[src/design/assert_macros.svh]
// ----------------------------------------------------------------------------
// Assertion macros
// Clocked implication checks used by the asserting file, the core top level.
// ----------------------------------------------------------------------------
`ifndef ASSERT_MACROS_SVH
`define ASSERT_MACROS_SVH

// same-cycle implication, disabled while reset is held
`define ASSERT_IMPL(lbl, clk, rst_n, ante, cons, msg) \
    lbl: assert property (@(posedge clk) disable iff (!(rst_n)) (ante) |-> (cons)) \
        else $error(msg);

// next-cycle implication, disabled while reset is held
`define ASSERT_NEXT(lbl, clk, rst_n, ante, cons, msg) \
    lbl: assert property (@(posedge clk) disable iff (!(rst_n)) (ante) |=> (cons)) \
        else $error(msg);

`endif

[src/design/pwlci_pkg.sv]
// ----------------------------------------------------------------------------
// pwlci_pkg
// Point table, job word and queue status types for the index interpolator.
// ----------------------------------------------------------------------------
package pwlci_pkg;

    localparam int NUM_POINTS = 14;
    localparam int TABLE_DEPTH = 16;
    localparam int NPTS = (NUM_POINTS < 2) ? 2 :
                          ((NUM_POINTS > TABLE_DEPTH) ? TABLE_DEPTH : NUM_POINTS);
    localparam int IDX_W = $clog2(TABLE_DEPTH);

    localparam logic [IDX_W-1:0] IDX_LAST = IDX_W'(NPTS - 1);
    localparam logic [IDX_W-1:0] SEG_LAST = IDX_W'(NPTS - 2);

    localparam int Q_DEPTH = 2;
    localparam int Q_AW = (Q_DEPTH > 1) ? $clog2(Q_DEPTH) : 1;
    localparam int Q_LW = $clog2(Q_DEPTH + 1);

    localparam logic [1:0] FLAG_MIX  = 2'd0;
    localparam logic [1:0] FLAG_LOW  = 2'd1;
    localparam logic [1:0] FLAG_HIGH = 2'd2;

    localparam logic [15:0] RE_NONE = 16'd8192;
    localparam logic [15:0] IM_NONE = 16'd0;

    typedef struct packed {
        logic [15:0] wl;
        logic [15:0] re;
        logic [15:0] im;
    } t_point;

    typedef enum logic [1:0] {
        KIND_MIX  = 2'd0,
        KIND_LOW  = 2'd1,
        KIND_HIGH = 2'd2,
        KIND_NONE = 2'd3
    } t_kind;

    // one classified word handed from the search to the interpolator
    typedef struct packed {
        t_kind            kind;
        logic [IDX_W-1:0] seg;
        logic [15:0]      d1;
        logic [15:0]      d2;
    } t_job;

    typedef struct packed {
        logic            full;
        logic            empty;
        logic [Q_LW-1:0] level;
    } t_q_stat;

    function automatic t_point pwlci_point(input logic [IDX_W-1:0] idx);
        t_point p;
        case (idx)
            4'd0:    p = '{wl: 16'd2032,  re: 16'd3817,  im: 16'd8929};
            4'd1:    p = '{wl: 16'd2258,  re: 16'd4088,  im: 16'd10895};
            4'd2:    p = '{wl: 16'd2540,  re: 16'd4538,  im: 16'd13599};
            4'd3:    p = '{wl: 16'd2902,  re: 16'd5489,  im: 16'd17039};
            4'd4:    p = '{wl: 16'd3385,  re: 16'd7873,  im: 16'd21709};
            4'd5:    p = '{wl: 16'd4063,  re: 16'd13599, im: 16'd27689};
            4'd6:    p = '{wl: 16'd4514,  re: 16'd18924, im: 16'd30392};
            4'd7:    p = '{wl: 16'd5079,  re: 16'd27525, im: 16'd32113};
            4'd8:    p = '{wl: 16'd5805,  re: 16'd37601, im: 16'd27689};
            4'd9:    p = '{wl: 16'd6772,  re: 16'd44483, im: 16'd17940};
            4'd10:   p = '{wl: 16'd8126,  re: 16'd43008, im: 16'd8126};
            4'd11:   p = '{wl: 16'd10156, re: 16'd38584, im: 16'd1778};
            4'd12:   p = '{wl: 16'd13418, re: 16'd31949, im: 16'd183};
            default: p = '{wl: 16'd15750, re: 16'd29983, im: 16'd90};
        endcase
        return p;
    endfunction

endpackage

[src/design/pwlci_front.sv]
// ----------------------------------------------------------------------------
// pwlci_front
// Accepts a wavelength, clamps or walks the segments one per cycle, and
// pushes the classified job into the queue.
// ----------------------------------------------------------------------------
module pwlci_front
    import pwlci_pkg::*;
(
    input  logic        i_clk,
    input  logic        i_rst_n,
    input  logic        i_valid,
    output logic        o_stall,
    input  logic [15:0] i_wavelength,
    input  t_q_stat     i_q_stat,
    output logic        o_push,
    output t_job        o_job
);

    typedef enum logic [2:0] {
        F_IDLE   = 3'b001,
        F_SEARCH = 3'b010,
        F_PUSH   = 3'b100
    } t_fstate;

    t_fstate          r_state, n_state;
    logic [15:0]      r_lam, n_lam;
    logic [IDX_W-1:0] r_seg, n_seg;
    t_job             r_job, n_job;

    t_point p_first, p_last, p_lo, p_hi;

    always_comb begin
        p_first = pwlci_point('0);
        p_last  = pwlci_point(IDX_LAST);
        p_lo    = pwlci_point(r_seg);
        p_hi    = pwlci_point(r_seg + 1'b1);
    end

    always_comb begin
        n_state = r_state;
        n_lam   = r_lam;
        n_seg   = r_seg;
        n_job   = r_job;
        case (r_state)
            F_IDLE: begin
                if (i_valid) begin
                    n_lam  = i_wavelength;
                    n_job.d1 = '0;
                    n_job.d2 = '0;
                    if (i_wavelength < p_first.wl) begin
                        n_job.kind = KIND_LOW;
                        n_job.seg  = '0;
                        n_state    = F_PUSH;
                    end else if (i_wavelength > p_last.wl) begin
                        n_job.kind = KIND_HIGH;
                        n_job.seg  = IDX_LAST;
                        n_state    = F_PUSH;
                    end else begin
                        n_seg   = '0;
                        n_state = F_SEARCH;
                    end
                end
            end
            F_SEARCH: begin
                if (r_lam >= p_lo.wl && r_lam <= p_hi.wl) begin
                    n_job.kind = KIND_MIX;
                    n_job.seg  = r_seg;
                    n_job.d1   = r_lam - p_lo.wl;
                    n_job.d2   = p_hi.wl - r_lam;
                    n_state    = F_PUSH;
                end else if (r_seg == SEG_LAST) begin
                    n_job.kind = KIND_NONE;
                    n_job.seg  = r_seg;
                    n_state    = F_PUSH;
                end else begin
                    n_seg = r_seg + 1'b1;
                end
            end
            F_PUSH: begin
                if (!i_q_stat.full) begin
                    n_state = F_IDLE;
                end
            end
            default: begin
                n_state = F_IDLE;
            end
        endcase
    end

    always_ff @(posedge i_clk) begin
        if (!i_rst_n) begin
            r_state <= F_IDLE;
        end else begin
            r_state <= n_state;
        end
        r_lam <= n_lam;
        r_seg <= n_seg;
        r_job <= n_job;
    end

    assign o_stall = (r_state != F_IDLE);
    assign o_push  = (r_state == F_PUSH) && !i_q_stat.full;
    assign o_job   = r_job;

endmodule

[src/design/pwlci_queue.sv]
// ----------------------------------------------------------------------------
// pwlci_queue
// Short job queue between the search front and the interpolating back.
// ----------------------------------------------------------------------------
module pwlci_queue
    import pwlci_pkg::*;
(
    input  logic    i_clk,
    input  logic    i_rst_n,
    input  logic    i_push,
    input  t_job    i_job,
    input  logic    i_pop,
    output t_job    o_job,
    output t_q_stat o_stat
);

    localparam logic [Q_AW-1:0] PTR_LAST = Q_AW'(Q_DEPTH - 1);
    localparam logic [Q_LW-1:0] LVL_FULL = Q_LW'(Q_DEPTH);

    t_job            r_mem [Q_DEPTH];
    logic [Q_AW-1:0] r_wp, r_rp;
    logic [Q_LW-1:0] r_level;

    always_ff @(posedge i_clk) begin
        if (!i_rst_n) begin
            r_wp    <= '0;
            r_rp    <= '0;
            r_level <= '0;
        end else begin
            if (i_push) begin
                r_wp <= (r_wp == PTR_LAST) ? '0 : r_wp + 1'b1;
            end
            if (i_pop) begin
                r_rp <= (r_rp == PTR_LAST) ? '0 : r_rp + 1'b1;
            end
            case ({i_push, i_pop})
                2'b10:   r_level <= r_level + 1'b1;
                2'b01:   r_level <= r_level - 1'b1;
                default: r_level <= r_level;
            endcase
        end
        if (i_push) begin
            r_mem[r_wp] <= i_job;
        end
    end

    assign o_job        = r_mem[r_rp];
    assign o_stat.full  = (r_level == LVL_FULL);
    assign o_stat.empty = (r_level == '0);
    assign o_stat.level = r_level;

endmodule

[src/design/pwlci_back.sv]
// ----------------------------------------------------------------------------
// pwlci_back
// Takes jobs off the queue, forms the weighted sums on one shared multiplier
// and divides both parts by the segment width, one quotient bit a cycle.
// ----------------------------------------------------------------------------
module pwlci_back
    import pwlci_pkg::*;
(
    input  logic        i_clk,
    input  logic        i_rst_n,
    input  t_q_stat     i_q_stat,
    input  t_job        i_job,
    output logic        o_pop,
    output logic        o_valid,
    input  logic        i_stall,
    output logic [15:0] o_index_real,
    output logic [15:0] o_index_imag,
    output logic [1:0]  o_range_flag
);

    typedef enum logic [3:0] {
        B_IDLE = 4'b0001,
        B_MUL  = 4'b0010,
        B_DIV  = 4'b0100,
        B_OUT  = 4'b1000
    } t_bstate;

    t_bstate     r_state, n_state;
    t_job        r_job, n_job;
    logic [1:0]  r_k, n_k;
    logic [3:0]  r_cnt, n_cnt;
    logic [31:0] r_acc, n_acc;
    logic [15:0] r_rem_re, n_rem_re, r_rem_im, n_rem_im;
    logic [15:0] r_lo_re, n_lo_re, r_lo_im, n_lo_im;
    logic [15:0] r_res_re, n_res_re, r_res_im, n_res_im;
    logic [1:0]  r_res_flag, n_res_flag;
    logic        r_o_valid, n_o_valid;
    logic [15:0] r_o_re, n_o_re, r_o_im, n_o_im;
    logic [1:0]  r_o_flag, n_o_flag;

    t_point      p_new, p_a, p_b;
    logic [15:0] op_x, op_y, w;
    logic [31:0] prod, sum;
    logic [16:0] t_re, t_im;
    logic        ge_re, ge_im;

    always_comb begin
        p_new = pwlci_point(i_job.seg);
        p_a   = pwlci_point(r_job.seg);
        p_b   = pwlci_point(r_job.seg + 1'b1);
        // segment width never exceeds the 16-bit wavelength span
        w     = 16'(r_job.d1 + r_job.d2);
    end

    // one product a cycle: a*d2 then b*d1 for each part
    always_comb begin
        case (r_k)
            2'd0:    begin op_x = p_a.re; op_y = r_job.d2; end
            2'd1:    begin op_x = p_b.re; op_y = r_job.d1; end
            2'd2:    begin op_x = p_a.im; op_y = r_job.d2; end
            default: begin op_x = p_b.im; op_y = r_job.d1; end
        endcase
        prod = op_x * op_y;
        // weighted average numerator stays below 2^32
        sum  = 32'(r_acc + prod);
    end

    // restoring division step for both parts
    always_comb begin
        t_re  = {r_rem_re, r_lo_re[15]};
        t_im  = {r_rem_im, r_lo_im[15]};
        ge_re = (t_re >= {1'b0, w});
        ge_im = (t_im >= {1'b0, w});
    end

    assign o_pop = (r_state == B_IDLE) && !i_q_stat.empty;

    always_comb begin
        n_state    = r_state;
        n_job      = r_job;
        n_k        = r_k;
        n_cnt      = r_cnt;
        n_acc      = r_acc;
        n_rem_re   = r_rem_re;
        n_rem_im   = r_rem_im;
        n_lo_re    = r_lo_re;
        n_lo_im    = r_lo_im;
        n_res_re   = r_res_re;
        n_res_im   = r_res_im;
        n_res_flag = r_res_flag;
        n_o_valid  = r_o_valid && i_stall;
        n_o_re     = r_o_re;
        n_o_im     = r_o_im;
        n_o_flag   = r_o_flag;
        case (r_state)
            B_IDLE: begin
                if (!i_q_stat.empty) begin
                    n_job = i_job;
                    n_k   = '0;
                    case (i_job.kind)
                        KIND_MIX: begin
                            n_res_flag = FLAG_MIX;
                            if (i_job.d1 == '0 && i_job.d2 == '0) begin
                                // zero-width segment: first end as is
                                n_res_re = p_new.re;
                                n_res_im = p_new.im;
                                n_state  = B_OUT;
                            end else begin
                                n_state = B_MUL;
                            end
                        end
                        KIND_LOW: begin
                            n_res_re   = p_new.re;
                            n_res_im   = p_new.im;
                            n_res_flag = FLAG_LOW;
                            n_state    = B_OUT;
                        end
                        KIND_HIGH: begin
                            n_res_re   = p_new.re;
                            n_res_im   = p_new.im;
                            n_res_flag = FLAG_HIGH;
                            n_state    = B_OUT;
                        end
                        default: begin
                            n_res_re   = RE_NONE;
                            n_res_im   = IM_NONE;
                            n_res_flag = FLAG_MIX;
                            n_state    = B_OUT;
                        end
                    endcase
                end
            end
            B_MUL: begin
                n_k = r_k + 1'b1;
                case (r_k)
                    2'd0: n_acc = prod;
                    2'd1: begin
                        n_rem_re = sum[31:16];
                        n_lo_re  = sum[15:0];
                        n_acc    = sum;
                    end
                    2'd2: n_acc = prod;
                    default: begin
                        n_rem_im = sum[31:16];
                        n_lo_im  = sum[15:0];
                        n_cnt    = '0;
                        n_state  = B_DIV;
                    end
                endcase
            end
            B_DIV: begin
                n_rem_re = ge_re ? 16'(t_re - {1'b0, w}) : t_re[15:0];
                n_rem_im = ge_im ? 16'(t_im - {1'b0, w}) : t_im[15:0];
                n_lo_re  = {r_lo_re[14:0], ge_re};
                n_lo_im  = {r_lo_im[14:0], ge_im};
                n_cnt    = r_cnt + 1'b1;
                if (r_cnt == 4'd15) begin
                    n_res_re   = {r_lo_re[14:0], ge_re};
                    n_res_im   = {r_lo_im[14:0], ge_im};
                    n_res_flag = FLAG_MIX;
                    n_state    = B_OUT;
                end
            end
            B_OUT: begin
                if (!r_o_valid || !i_stall) begin
                    n_o_valid = 1'b1;
                    n_o_re    = r_res_re;
                    n_o_im    = r_res_im;
                    n_o_flag  = r_res_flag;
                    n_state   = B_IDLE;
                end
            end
            default: begin
                n_state = B_IDLE;
            end
        endcase
    end

    always_ff @(posedge i_clk) begin
        if (!i_rst_n) begin
            r_state   <= B_IDLE;
            r_o_valid <= 1'b0;
        end else begin
            r_state   <= n_state;
            r_o_valid <= n_o_valid;
        end
        r_job      <= n_job;
        r_k        <= n_k;
        r_cnt      <= n_cnt;
        r_acc      <= n_acc;
        r_rem_re   <= n_rem_re;
        r_rem_im   <= n_rem_im;
        r_lo_re    <= n_lo_re;
        r_lo_im    <= n_lo_im;
        r_res_re   <= n_res_re;
        r_res_im   <= n_res_im;
        r_res_flag <= n_res_flag;
        r_o_re     <= n_o_re;
        r_o_im     <= n_o_im;
        r_o_flag   <= n_o_flag;
    end

    assign o_valid      = r_o_valid;
    assign o_index_real = r_o_re;
    assign o_index_imag = r_o_im;
    assign o_range_flag = r_o_flag;

endmodule

[src/design/piecewise_linear_complex_index_core.sv]
// Path: a clamped word goes from the front push state through the queue to
//   the back output state and the output register; an interpolated one also
//   walks the segments and runs the back-end arithmetic. The back end takes one
//   word at a time (1 pop, 4 products on the shared multiplier, 16 divide steps,
//   1 output) and so paces interpolated words. The front walks one segment a cycle.
// Reset: synchronous, active low; clears the control state, the table is fixed.
// ----------------------------------------------------------------------------
// piecewise_linear_complex_index_core
// Piecewise linear interpolation of a complex refractive index over a fixed
// wavelength point table, with clamping outside the table.
// ----------------------------------------------------------------------------
`include "assert_macros.svh"

module piecewise_linear_complex_index_core
    import pwlci_pkg::*;
(
    input  logic        i_clk,
    input  logic        i_rst_n,
    // query word
    input  logic        i_valid,
    output logic        o_stall,
    input  logic [15:0] i_wavelength,
    // result word
    output logic        o_valid,
    input  logic        i_stall,
    output logic [15:0] o_index_real,
    output logic [15:0] o_index_imag,
    output logic [1:0]  o_range_flag
);

    // Front: takes the query, settles the clamp cases at once and otherwise
    // scans the segments from the first, one compare pair a cycle, so the
    // first segment holding the wavelength wins (a hit on a point returns
    // that point exactly). It then holds the job until the queue has room.
    t_job    front_job;
    logic    front_push;
    t_q_stat q_stat;
    t_job    q_job;
    logic    back_pop;

    pwlci_front u_front (
        .i_clk        (i_clk),
        .i_rst_n      (i_rst_n),
        .i_valid      (i_valid),
        .o_stall      (o_stall),
        .i_wavelength (i_wavelength),
        .i_q_stat     (q_stat),
        .o_push       (front_push),
        .o_job        (front_job)
    );

    // Queue: decouples the search from the divide, so a fresh query can be
    // scanned while an earlier one is still being divided.
    pwlci_queue u_queue (
        .i_clk   (i_clk),
        .i_rst_n (i_rst_n),
        .i_push  (front_push),
        .i_job   (front_job),
        .i_pop   (back_pop),
        .o_job   (q_job),
        .o_stat  (q_stat)
    );

    // Back: numerator a*d2 + b*d1 for each part, then a truncating divide by
    // the segment width. Zero-width segments and clamps skip the arithmetic.
    // The output register lets the next job start while a word waits.
    pwlci_back u_back (
        .i_clk        (i_clk),
        .i_rst_n      (i_rst_n),
        .i_q_stat     (q_stat),
        .i_job        (q_job),
        .o_pop        (back_pop),
        .o_valid      (o_valid),
        .i_stall      (i_stall),
        .o_index_real (o_index_real),
        .o_index_imag (o_index_imag),
        .o_range_flag (o_range_flag)
    );

    // ---- checks ----
    `ASSERT_NEXT(a_busy_after_accept, i_clk, i_rst_n, i_valid && !o_stall, o_stall, "front took a word but did not go busy")
    `ASSERT_IMPL(a_flag_code, i_clk, i_rst_n, o_valid, o_range_flag != 2'd3, "undefined range flag")
    `ASSERT_IMPL(a_low_clamp, i_clk, i_rst_n, o_valid && o_range_flag == FLAG_LOW, o_index_real == pwlci_point('0).re && o_index_imag == pwlci_point('0).im, "low clamp not first entry")
    `ASSERT_IMPL(a_queue_bound, i_clk, i_rst_n, 1'b1, q_stat.level <= Q_LW'(Q_DEPTH), "queue overfilled")

endmodule
[config.mk]
export PLATFORM = sky130hd
export DESIGN_NAME = piecewise_linear_complex_index_core
export DESIGN_NICKNAME = d
export VERILOG_FILES = /design/src/design/pwlci_pkg.sv /design/src/design/pwlci_front.sv /design/src/design/pwlci_queue.sv /design/src/design/pwlci_back.sv /design/src/design/piecewise_linear_complex_index_core.sv
export VERILOG_INCLUDE_DIRS = /design/src /design/src/design
export SDC_FILE = /design/constraint.sdc
export NUM_CORES = 1
export LEC_CHECK = 0
export ABC_AREA = 1
export BUFFER_PORTS_ARGS = -buffer_cell sky130_fd_sc_hd__buf_2
export CAP_MARGIN = 30
export CELL_PAD_IN_SITES_DETAIL_PLACEMENT = 1
export CELL_PAD_IN_SITES_GLOBAL_PLACEMENT = 2
export CORE_UTILIZATION = 44
export DETAILED_ROUTE_END_ITERATION = 12
export PLACE_DENSITY = 0.9
export SETUP_SLACK_MARGIN = 0.15
export SYNTH_ARGS = -nofsm -noshare
export SYNTH_HDL_FRONTEND = slang
export SYNTH_SLANG_ARGS = --single-unit
export TNS_END_PERCENT = 100
[constraint.sdc]
create_clock -name i_clk -period 26.3 [get_ports i_clk]
set_clock_uncertainty 0.15 [all_clocks]
set_input_delay 1.315 -clock i_clk [delete_from_list [all_inputs] [get_ports i_clk]]
set_output_delay 1.315 -clock i_clk [all_outputs]
set_load 0.05 [all_outputs]
== Yosys cells after proc, flatten, opt, wreduce, memory -nomap -nowiden ==
Memory sizes are Yosys's and may differ from the RTL's. A register that Yosys moved wholly into a read port is not among the register bits.
Index checks and enable logic that the tools add are counted.
Widths: inputs -> output; s select.

* Reductions and logical operators: 38
* Add/subtract/negate cells: 14
* Multiply operators: 1
* Bitwise gates (word level): 1
* Equality and inequality tests: 32
* Magnitude comparators: 6
* Mux-type cells: 69

{| class="wikitable"
|+ Operators by type and width
! operator !! count
|-
| $pmux 16 s2 || 8
|-
| $mux 16 || 13
|-
| $pmux 38 s2 || 1
|-
| $pmux 32 s2 || 1
|-
| $sub 16x16->16 || 4
|-
| $mux 4 || 14
|-
| $pmux 16 s3 || 1
|-
| $mux 38 || 1
|-
| $ge 17x16->1 || 2
|-
| $add 32x32->32 || 1
|-
| $logic_not 16->1 || 2
|-
| $mul 16x16->32 || 1
|-
| $mux 32 || 1
|-
| $mux 6 || 4
|-
| $mux 3 || 6
|-
| $add 16x16->16 || 1
|-
| $ge 16x16->1 || 1
|-
| $gt 16x14->1 const B || 1
|-
| $le 16x16->1 || 1
|-
| $lt 16x11->1 const B || 1
|-
| $ne 2x2->1 const B || 8
|-
| $pmux 2 s2 || 4
|-
| $pmux 4 s2 || 2
|-
| $pmux 4 s4 || 1
|-
| other kinds (31) || 81
|}

* Word-level logic and storage cells: 195
* Memory bits (read-only): 3600
* Memories: 6
* Register bits after elaboration: 276
* Memory bits (writable): 76

{| class="wikitable"
|+ Memories
! memory !! depth !! bits a word !! read ports !! clocked after memory_dff !! wr ports !! RTL line !! source
|-
| (no name shown) || 16 || 45 || 1 || 0 || 0 || pwlci_pkg.sv:56 || <nowiki>case (idx)</nowiki>
|-
| (no name shown) || 16 || 45 || 1 || 1 || 0 || pwlci_pkg.sv:56 ||
|-
| (no name shown) || 16 || 45 || 1 || 0 || 0 || pwlci_pkg.sv:56 ||
|-
| (no name shown) || 16 || 45 || 1 || 1 || 0 || pwlci_pkg.sv:56 ||
|-
| (no name shown) || 16 || 45 || 1 || 0 || 0 || pwlci_pkg.sv:56 ||
|-
| u_queue.r_mem || 2 || 38 || 1 || 1 || 1 || pwlci_queue.sv:20 || <nowiki>t_job r_mem [Q_DEPTH];</nowiki>
|}

== Longest topological paths before layout ==
Gate-level depths: netlist of run 1.

* Depth after elaboration: 7
* Mapped depth: 48
* Depth with buffers taken out: 47

== Cells and area by module ==
From an unflattened synthesis of run 1, not the netlist that was laid out.

* Cells, all modules: 3684
* Area total of the unflattened synthesis: 32117.1 µm²

{| class="wikitable"
|+ Modules (own cells, without submodules)
! module !! area an instance (µm²) !! times used !! cells an instance !! seq. area each (µm²)
|-
| pwlci_back || 24183.2 || 1 || 2920 || 6906.6
|-
| pwlci_front || 4883.4 || 1 || 611 || 2082.0
|-
| pwlci_queue || 3050.4 || 1 || 153 || 2382.3
|}

== Worst setup path before layout of run 1 ==
OpenSTA, ideal clock, no wires.

* Path kind: reg2reg
* Start point: register u_back.r_job[33] in the netlist's numbering
* End point: register u_back.r_rem_im[13], data pin
* Setup slack: 17.733 ns
* Required time: 25.896 ns
* Period minus slack after synthesis: 8.567 ns
* Library setup time: 0.254 ns
* Arrival: 8.163 ns
* Stages on the path, launching flop included: 41
* Cell sequence: edfxtp_1 -> ha_1 -> inv_1 -> ha_1 -> inv_1 -> clkbuf_1 -> a21oi_1 -> o21ai_0 -> nand3_1 -> nand2_1 -> clkinv_1 -> nand2_1 -> fa_1 -> fa_1 -> fa_1 -> inv_1 -> fa_1 -> fa_1 -> (+5 left out) -> nor2_1 -> nand4_1 -> o21ai_0 -> inv_1 -> o21ai_0 -> nand2_1 -> nand2_1 -> nand2_1 -> and2_1 -> ha_1 -> nand2_1 -> nor2_1 -> nand4_1 -> or2_2 -> nand2_1 -> nand2_1 -> nand3_1 -> nand2_1

* Longest elaborated chain between the ends: 7

{| class="wikitable"
|+ Ends and longest elaborated chain
! element !! RTL line !! source
|-
| start, declared || pwlci_back.sv:29 || <nowiki>t_job r_job, n_job;</nowiki>
|-
| start signal, assigned || pwlci_back.sv:187 || <nowiki>r_job <= n_job;</nowiki>
|-
| $add 4x1->4 || pwlci_back.sv:50 || <nowiki>p_b = pwlci_point(r_job.seg + 1'b1);</nowiki>
|-
| $mem_v2 16x45 || n/a ||
|-
| $pmux 16 s3 || pwlci_back.sv:57 || <nowiki>case (r_k)</nowiki>
|-
| $mul 16x16->32 || pwlci_back.sv:63 || <nowiki>prod = op_x * op_y;</nowiki>
|-
| $add 32x32->32 || pwlci_back.sv:65 || <nowiki>sum = 32'(r_acc + prod);</nowiki>
|-
| $mux 16 || pwlci_back.sv:135 || <nowiki>case (r_k)</nowiki>
|-
| $pmux 16 s2 || pwlci_back.sv:95 || <nowiki>case (r_state)</nowiki>
|-
| named net u_back.n_rem_im[13] || pwlci_back.sv:33 || <nowiki>logic [15:0] r_rem_re, n_rem_re, r_rem_im, n_rem_im;</nowiki>
|-
| end signal, assigned || pwlci_back.sv:192 || <nowiki>r_rem_im <= n_rem_im;</nowiki>
|-
| end, declared || pwlci_back.sv:33 ||
|}

The timed path passes the listed nets, and every way through them passes these cells. The select of a mux whose other input is x is not followed.
A chain may end at the register's enable or synchronous reset.

== Worst setup path in the final report of run 1 ==
* Start point: register u_back.r_job[32] in the netlist's numbering
* End point: register u_back.r_rem_re[11], data pin

* Longest elaborated chain between the ends: 7

{| class="wikitable"
|+ Ends and longest elaborated chain
! element !! RTL line !! source
|-
| $add 4x1->4 || pwlci_back.sv:50 ||
|-
| $mem_v2 16x45 || n/a ||
|-
| $pmux 16 s3 || pwlci_back.sv:57 ||
|-
| $mul 16x16->32 || pwlci_back.sv:63 ||
|-
| $add 32x32->32 || pwlci_back.sv:65 ||
|-
| $mux 16 || pwlci_back.sv:135 ||
|-
| $pmux 16 s2 || pwlci_back.sv:95 ||
|-
| named net u_back.n_rem_re[11] || pwlci_back.sv:33 ||
|-
| end signal, assigned || pwlci_back.sv:191 || <nowiki>r_rem_re <= n_rem_re;</nowiki>
|-
| end, declared || pwlci_back.sv:33 ||
|}

The timed path passes the listed nets, and every way through them passes these cells. The select of a mux whose other input is x is not followed.

==> results.cfg, run 1 <==
[run_status]
outcome = finished, final reports clean

[worst_setup_path]
worstReg2RegEnd = u_back.r_rem_re[11]
reg2reg_slack_ns = 15.20
crit_path_start_kind = flop
ff2ff_path_depth = 36
critPathRequiredTime_ns = 26.48
r2r_start = u_back.r_job[32]
critPathKind = reg2reg
max_stage_delay_ns = 0.63
cp_max_fo = 16
arrival_ns = 11.29
startpoint = u_back.r_job[32]
cp_slowest_cell = edfxtp_1
end_kind = flop

[clocking]
ctsLongestPathBuffers = 3
cts_root_buffer = clkbuf_16
numCtsBuffers = 46
path_clk_slew_ns = 0.06
cts_tree = built
cts_resized = 0
htreeDepth = 2
postCtsHoldBufs = 0
cts.sinks = 398
cts_setup_buffers = 0
clock_latency_ns = 0.58

[timing]
finalCritPeriodShare_pct = 42.2
setup_ws_ns = 15.20
finalMaxSlewViolations = 0
setup_viol = 0
min_period_ns = 11.11
finalHoldViolations = 0
fmax_mhz = 90.0
rsz0062_at_grt = false
relSlewSlack_pct = 35.2
worstMarginPinSlew_ns = 0.966
finalSetupTns_ns = 0

[final_layout]
area_delta_synth_final_pct = 9.73
final_cell_mix = nand2_1 (882), inv_1 (571), edfxtp_1 (340), nor2_1 (334), ha_1 (272)
final_common_cell = nand2_1
drive_above_1_share_pct = 5.88
post-route-util_pct = 49.2
finalNetCount = 4281

[placement]
place.gp.congestion = 0.912
dpl_worst_slack_ns = 15.34
port_buffers = 55
hpwlAfterDp_mm = 78.7

[global_route]
grt_use_total_pct = 27.6
grt_max_degree = 80
grt_first_pass_wirelength_mm = 157
grt-ovfl-total = 0
grt_pass1_vias = 27300
antenna_found_initial = 1

[route]
drt-initial-drc-count = 1733
wl_per_cell_um = 20.8
dr.pass1.iters = 6
ant_nets = 0
wl_mm = 98.9
dr_total_vias = 25800
drc = 0
via_per_inst = 5.42

[min_path]
min_path_type = reg2reg
hold_end = u_back.o_index_real[14]
whs_path_depth = 0
hold_start = u_back.r_res_re[14]

[die]
die_w_um = 270
die_y_um = 270
core_area_um2 = 70600
start_util_pct = 44.8
row_count = 97
die_area_um2 = 73000
ios = 56

[synth]
synth_area_per_cell_um2 = 8.49
ys_ff_latch = 398
synth.distinct_cells = 63
syn_area_um2 = 31700
synthesis.nets = 4222
yosys_warnings = 0
ys_seq_area_share_pct = 35.9
synthesis.instances = 3730

[job]
cap_violations = 0
registers in the layout (all words and copies together) (netlist names), 2 cells and up, named ones only:
register / flops
u_back.r_res_im: 16
u_back.r_lo_im: 16
u_queue.r_mem: 76
u_back.r_job: 36
u_back.r_rem_re: 16
u_queue.r_level: 2
u_front.p_lo: 14
u_back.r_res_re: 16
u_back.r_rem_im: 16
u_back.r_k: 2
u_back.p_a: 31
u_back.o_index_real: 16
u_front.r_lam: 16
u_back.r_acc: 32
u_front.o_job: 38
u_back.o_index_imag: 16
u_front.r_seg: 4
u_back.r_cnt: 4
u_front.r_state: 3
u_back.r_res_flag: 2
u_back.o_range_flag: 2
u_back.r_state: 4
u_back.r_lo_re: 16
how the worst max path moves through the flow:
| stage | endpoint | cells after the start |
|---|---|---|
| floorplan | u_back.r_rem_im[13] | 40 |
| CTS | u_back.r_rem_re[11] | 38 |
| finish | u_back.r_rem_re[11] | 36 |
| global route | u_back.r_rem_im[15] | 41 |
| detailed placement | u_back.r_rem_re[11] | 36 |
| global placement | u_back.r_rem_re[11] | 36 |
metrics by stage:
| stage | hold WS (ns) | std cells | instance area, um2 |
|---|---|---|---|
| 2_1_floorplan | 0.250 | 3730 | 31700 |
| 3_3_place_gp | 0.253 | 4674 | 33100 |
| 3_5_place_dp | 0.256 | 4681 | 33200 |
| 4_1_cts | 0.269 | 4766 | 34700 |
| 5_1_grt | 0.275 | 4766 | 34700 |
| 6_report | 0.270 | 4767 | 34700 |
synth_stat cells (all sizes together):
master     n  area (um2)
a32oi      1        8.76
a31oi     11        68.8
a2111oi    1        8.76
o2111ai    3        26.3
a22oi      1        7.51
and2       5        31.3
a311oi     2        23.8
nor2     341        1280
o22ai     25         156
o21a      13        97.6
dfxtp     58        1160
o32ai      1        8.76
or4        2        15.0
o31ai      8        60.1
clkbuf    54         203
nand2    888        3350
edfxtp   340       10200
a211o      1        8.76
nand3    181         923
or2       18         113
a221oi     1        8.76
ha       272        3400
o311ai     1        8.76
a21oi    219        1120
nand3b    30         225
o211a      1        10.0
fa       200        4000
o211ai    23         173
xnor2     31         272
inv      580        2180
buf       29         145
xor2      47         412
clkinv     6        22.5
a21boi    12        93.8
a211oi     1        7.51
a31o       4        35.0
nor4      14        93.8
nand4     23         144
a21o      11        82.6
nor3      22         133
o21bai    14         105
nor3b      1        7.51
o221ai     4        35.0
o21ai    230        1170
cells by family (layout without fill, tap and decap cells):
kind of cell	count (synthesis)	count (layout)	synth area share (%)
simple gates	1525	1525	20.0
buf+inv	669	765	8.05
compound gates	588	588	10.5
fa+ha+maj	472	472	23.4
flops	398	398	35.9
xor+xnor	78	78	2.16
other cells	0	1	0
area by class of cell:
class | instances | area (um2)
sequential | 398 | 11400
clock inverter | 30 | 288
timing repair buffer | 94 | 646
multi-input combinational | 2663 | 17800
clock buffer | 55 | 1250
inverter | 586 | 2200
fill | 8477 | 35900
antenna | 1 | 2.50
tap | 940 | 1180
layer usage:
metal	GRT usage, %	up-vias	share of wire [%]
met4	8.97	0	3.3
met1	38.1	12800	46
met3	3.31	147	5.0
met2	45.0	585	46
li1	-	12400	-
met5	0	-	0
critical path, delay by kind of cell, from the launching register on:
kind / cells / cell delay (ns)
fa+ha+maj: 10 / 4.56
compound gates: 8 / 2.24
simple gates: 10 / 1.82
buf+inv: 7 / 1.19
flops: 1 / 0.63
xor+xnor: 1 / 0.24
Power of run 1 is not shown: default switching activity piles up to over one toggle a cycle in this logic, so the estimate is an artifact.
==> run 2, diff against run 1 <==
--- a/config.mk
+++ b/config.mk
@@ -11,9 +11,9 @@
 export CAP_MARGIN = 30
 export CELL_PAD_IN_SITES_DETAIL_PLACEMENT = 1
 export CELL_PAD_IN_SITES_GLOBAL_PLACEMENT = 2
-export CORE_UTILIZATION = 44
+export CORE_UTILIZATION = 40
 export DETAILED_ROUTE_END_ITERATION = 12
-export PLACE_DENSITY = 0.9
+export PLACE_DENSITY = 0.83
 export SETUP_SLACK_MARGIN = 0.15
 export SYNTH_ARGS = -nofsm -noshare
 export SYNTH_HDL_FRONTEND = slang
==> constraint.sdc (replaced) <==
create_clock -name i_clk -period 11 [get_ports i_clk]
set_clock_uncertainty 0.15 [all_clocks]
set_input_delay 0.55 -clock i_clk [delete_from_list [all_inputs] [get_ports i_clk]]
set_output_delay 0.55 -clock i_clk [all_outputs]
set_load 0.05 [all_outputs]
==> results.cfg, run 2 (same netlist as run 1, synthesis figures left out) <==
[route]
dr_total_vias = 25800
drt-initial-drc-count = 1598
via_per_inst = 5.26
dr.pass1.iters = 5
drc = 0
wl_mm = 101
wl_per_cell_um = 20.7
ant_nets = 0

[clocking]
ctsLongestPathBuffers = 3
path_clk_slew_ns = 0.07
clock_latency_ns = 0.61
cts_tree = built
htreeDepth = 2
cts_root_buffer = clkbuf_16
cts.sinks = 398
numCtsBuffers = 46

[final_layout]
num_antenna_cells = 0
area_delta_synth_final_pct = 11.2
final_cell_mix = nand2_1 (882), inv_1 (571), edfxtp_1 (340), nor2_1 (334), ha_1 (272)
finalNetCount = 4315
regMostFlops = u_queue.r_mem
drive_above_1_share_pct = 6.35
final_common_cell = nand2_1
largest_register_ff_count = 76
stdcell_area_um2 = 35200

[timing]
finalSetupTns_ns = 0
finalMaxSlewViolations = 0
relSlewSlack_pct = 32.9
setup_viol = 0
rsz0062_at_grt = false
finalCritPeriodShare_pct = 91.8
hold_ws_ns = 0.0382
fmax_mhz = 99.0
worstMarginPinSlew_ns = 1.00
min_period_ns = 10.10
finalHoldViolations = 0

[worst_setup_path]
critPathRequiredTime_ns = 11.20
cp_slowest_cell = fa_1
cp_max_fo = 16
critPathKind = reg2reg
cp_num_buf_inv = 8
end_kind = flop
r2r_start = u_back.r_job[33]
max_stage_delay_ns = 0.59
crit_path_start_kind = flop
arrival_ns = 10.30
reg2reg_slack_ns = 0.90
ff2ff_path_depth = 39
worstReg2RegEnd = u_back.r_rem_im[11]
critical_path.top_delay_family = adder cells

[min_path]
min_path_type = in2reg
hold_start = i_wavelength[6]
hold_end = u_front.r_lam[6]
whs_path_depth = 1

[placement]
place_area_um2 = 33400
hpwlAfterDp_mm = 81.3
port_buffers = 55
place.gp.congestion = 0.931

[die]
core_area_um2 = 77800
start_util_pct = 40.7
die_area_um2 = 80300
row_count = 102
die_w_um = 283
die_y_um = 283
ios = 56

[global_route]
grt_max_degree = 63
grt-ovfl-total = 0
grt_first_pass_wirelength_mm = 159
grt_pass1_vias = 27000
antenna_found_initial = 2
grt_use_total_pct = 25.3

[run_status]
outcome = finished, final reports clean

[job]
cap_violations = 0
-- run 2: cell count changes in the layout (fill, tap and decap cells not counted), moves of 2 or more --
| cell | delta |
|---|---|
| inv_4 | +3 |
| clkbuf_8 | -2 |
| buf_6 | -2 |
| buf_4 | +24 |
| clkinv_2 | -7 |
| dlygate4sd3_1 | +15 |
| clkinv_4 | +2 |
| clkinv_8 | +2 |
| buf_12 | -2 |
| bufinv_16 | +3 |
| inv_6 | +2 |
-- run 2: layout make-up --
cell class                 count  area, um2
fill                        9311      42600
multi-input combinational   2663      17800
clock buffer                  53       1220
sequential                   398      11400
timing repair buffer         128        886
clock inverter                33        420
tap                         1040       1300
inverter                     586       2200
-- run 2: how the worst max path moves through the flow --
stage	from	end	slack, ns	depth (start not counted)
2_1_floorplan	u_back.r_job[33]	u_back.r_rem_im[13]	2.43	40
3_3_place_gp	u_back.r_job[32]	u_back.r_rem_im[6]	1.07	40
3_5_place_dp	u_back.r_job[32]	u_back.r_rem_re[11]	0.81	39
4_1_cts	u_back.r_job[32]	u_back.r_rem_re[11]	0.76	39
5_1_grt	u_back.r_job[33]	u_back.r_rem_im[11]	0.34	39
6_report	u_back.r_job[33]	u_back.r_rem_im[11]	0.90	39
-- run 2: metrics by stage --
| step | setup WS [ns] | util, % | instances |
|---|---|---|---|
| after floorplan | 2.43 | - | 3730 |
| after global placement | 1.07 | 42.8 | 4794 |
| after detailed placement | 0.807 | 42.9 | 4796 |
| after CTS | 0.760 | 45.2 | 4897 |
| after global routing | 0.344 | 45.2 | 4901 |
| final | 0.903 | 45.2 | 4901 |
-- run 2: timing repair --
| action | 4_1_cts | 5_1_grt |
|---|---|---|
| hold buffers | 15 | 0 |
| resized for setup | 0 | 0 |
| endpoints found under the setup margin | 0 | 1 |
| hold endpoints to repair | 15 | 0 |
| buffers inserted | 0 | 3 |
-- run 2: layer usage --
layer	up-vias	track usage [%]	wire (um)
met5	-	0	13
met4	2	6.26	2390
met3	125	3.86	4830
met2	492	41.3	46700
met1	12800	35.2	47400
li1	12400	-	-
Power of run 2 is left out for the same reason.
==> run 3, diff against run 2 <==
--- a/config.mk
+++ b/config.mk
@@ -9,11 +9,10 @@
 export ABC_AREA = 1
 export BUFFER_PORTS_ARGS = -buffer_cell sky130_fd_sc_hd__buf_2
 export CAP_MARGIN = 30
-export CELL_PAD_IN_SITES_DETAIL_PLACEMENT = 1
-export CELL_PAD_IN_SITES_GLOBAL_PLACEMENT = 2
-export CORE_UTILIZATION = 40
+export CORE_UTILIZATION = 65
 export DETAILED_ROUTE_END_ITERATION = 12
-export PLACE_DENSITY = 0.83
+export PLACE_DENSITY = 0.84
+export RECOVER_POWER = 50
 export SETUP_SLACK_MARGIN = 0.15
 export SYNTH_ARGS = -nofsm -noshare
 export SYNTH_HDL_FRONTEND = slang
==> results.cfg, run 3 (same netlist as run 1, synthesis figures left out) <==
[final_layout]
area_delta_synth_final_pct = 7.65
final_cell_mix = nand2_1 (883), inv_1 (574), edfxtp_1 (340), nor2_1 (338), ha_1 (271)
regArea_um2 = 11400
num_antenna_cells = 0
final_common_cell = nand2_1
finalNetCount = 4293
largest_register_ff_count = 76
multi_input_area_um2 = 17700
stdcell_area_um2 = 34100
drive_above_1_share_pct = 3.96
fillers = 3650
regMostFlops = u_queue.r_mem

[timing]
setup_viol = 0
worstMarginPinSlew_ns = 2.24
relSlewSlack_pct = -50.8
rsz0062_at_grt = false
finalSetupTns_ns = 0
setup_ws_ns = 1.01
hold_ws_ns = 0.0564
min_period_ns = 9.99
finalMaxSlewViolations = 194
fmax_mhz = 100
finalCritPeriodShare_pct = 90.9
finalHoldViolations = 0

[worst_setup_path]
crit_path_start_kind = flop
cp_max_fo = 16
cp_slowest_cell = fa_1
critPathRequiredTime_ns = 11.21
end_kind = flop
arrival_ns = 10.20
max_stage_delay_ns = 0.54
cpMostUsedCell = nand2_1
critPathKind = reg2reg

[route]
via_per_inst = 5.95
drc = 0
wl_per_cell_um = 19.4
dr_total_vias = 26500
drt-initial-drc-count = 3006
wl_mm = 86.3
ant_nets = 0
dr.pass1.iters = 7

[global_route]
grt_first_pass_wirelength_mm = 134
grt_max_degree = 58
grt_use_total_pct = 34.8
grt_pass1_vias = 25600
antenna_found_initial = 1
grt-ovfl-total = 0

[placement]
place.gp.congestion = 1.03
hpwlAfterDp_mm = 66.8
port_buffers = 55
place_area_um2 = 32800
dpl_worst_slack_ns = 0.716

[clocking]
cts_tree = built
clock_latency_ns = 0.61
path_clk_slew_ns = 0.07
htreeDepth = 2
cts_root_buffer = clkbuf_16
cts.sinks = 398
numCtsBuffers = 42
ctsLongestPathBuffers = 3

[die]
die_y_um = 223
die_area_um2 = 49600
die_w_um = 223
start_util_pct = 66.2
core_area_um2 = 47800
ios = 56
row_count = 80

[run_status]
outcome = finished with violations
violations = capacitance limit, slew limit

[job]
cap_violations = 7

[min_path]
min_path_type = in2reg
[run 3: final timing paths]
path,start,end,slack (ns),depth (start not counted)
worst min-delay path,i_wavelength[6],u_front.r_lam[6],0.06,1
worst max-delay path,u_back.r_job[33],u_back.r_rem_re[15],1.01,43
worst max register to register,u_back.r_job[33],u_back.r_rem_re[15],1.01,43
worst min register to register,u_back.r_res_re[4],u_back.o_index_real[4],0.27,0
[run 3: cell type report]
type / count / share of cell area [%]
Clock inverter: 21 / 0.661
Tap cell: 615 / 2.26
Timing Repair Buffer: 110 / 1.89
Multi-Input combinational cell: 2663 / 52.0
Inverter: 586 / 6.45
Clock buffer: 57 / 3.37
Sequential cell: 398 / 33.4
[run 3: worst max-delay path, delay by kind of cell (launching register included)]
| kind | cells | cell delay (ns) |
|---|---|---|
| and+or+nand+nor | 18 | 2.27 |
| AOI/OAI and AO/OA | 7 | 1.35 |
| adders and majority gates | 10 | 4.44 |
| buffers and inverters | 8 | 1.01 |
| DFF | 1 | 0.51 |
[run 3: through the flow]
stage / cells / utilization (%)
after floorplan: 3730 / -
after global placement: 4351 / 68.3
after CTS: 4448 / 71.7
final: 4450 / 71.2
after detailed placement: 4357 / 68.5
after global routing: 4450 / 71.2
[run 3: what timing repair did]
action,4_1_cts,5_1_grt
hold buffers,13,0
hold endpoints to repair,13,0
resized for setup,0,2
setup buffers,0,2
setup endpoints to repair,0,31
[run 3: layer usage]
metal / up-vias / global-route usage [%] / routed length (um)
met2: 1463 / 57.3 / 39800
met1: 12300 / 44.2 / 33100
met4: 0 / 18.4 / 5000
li1: 12400 / - / -
met5: - / 0 / 0
met3: 323 / 5.99 / 8360
Power of run 3 is left out for the same reason.
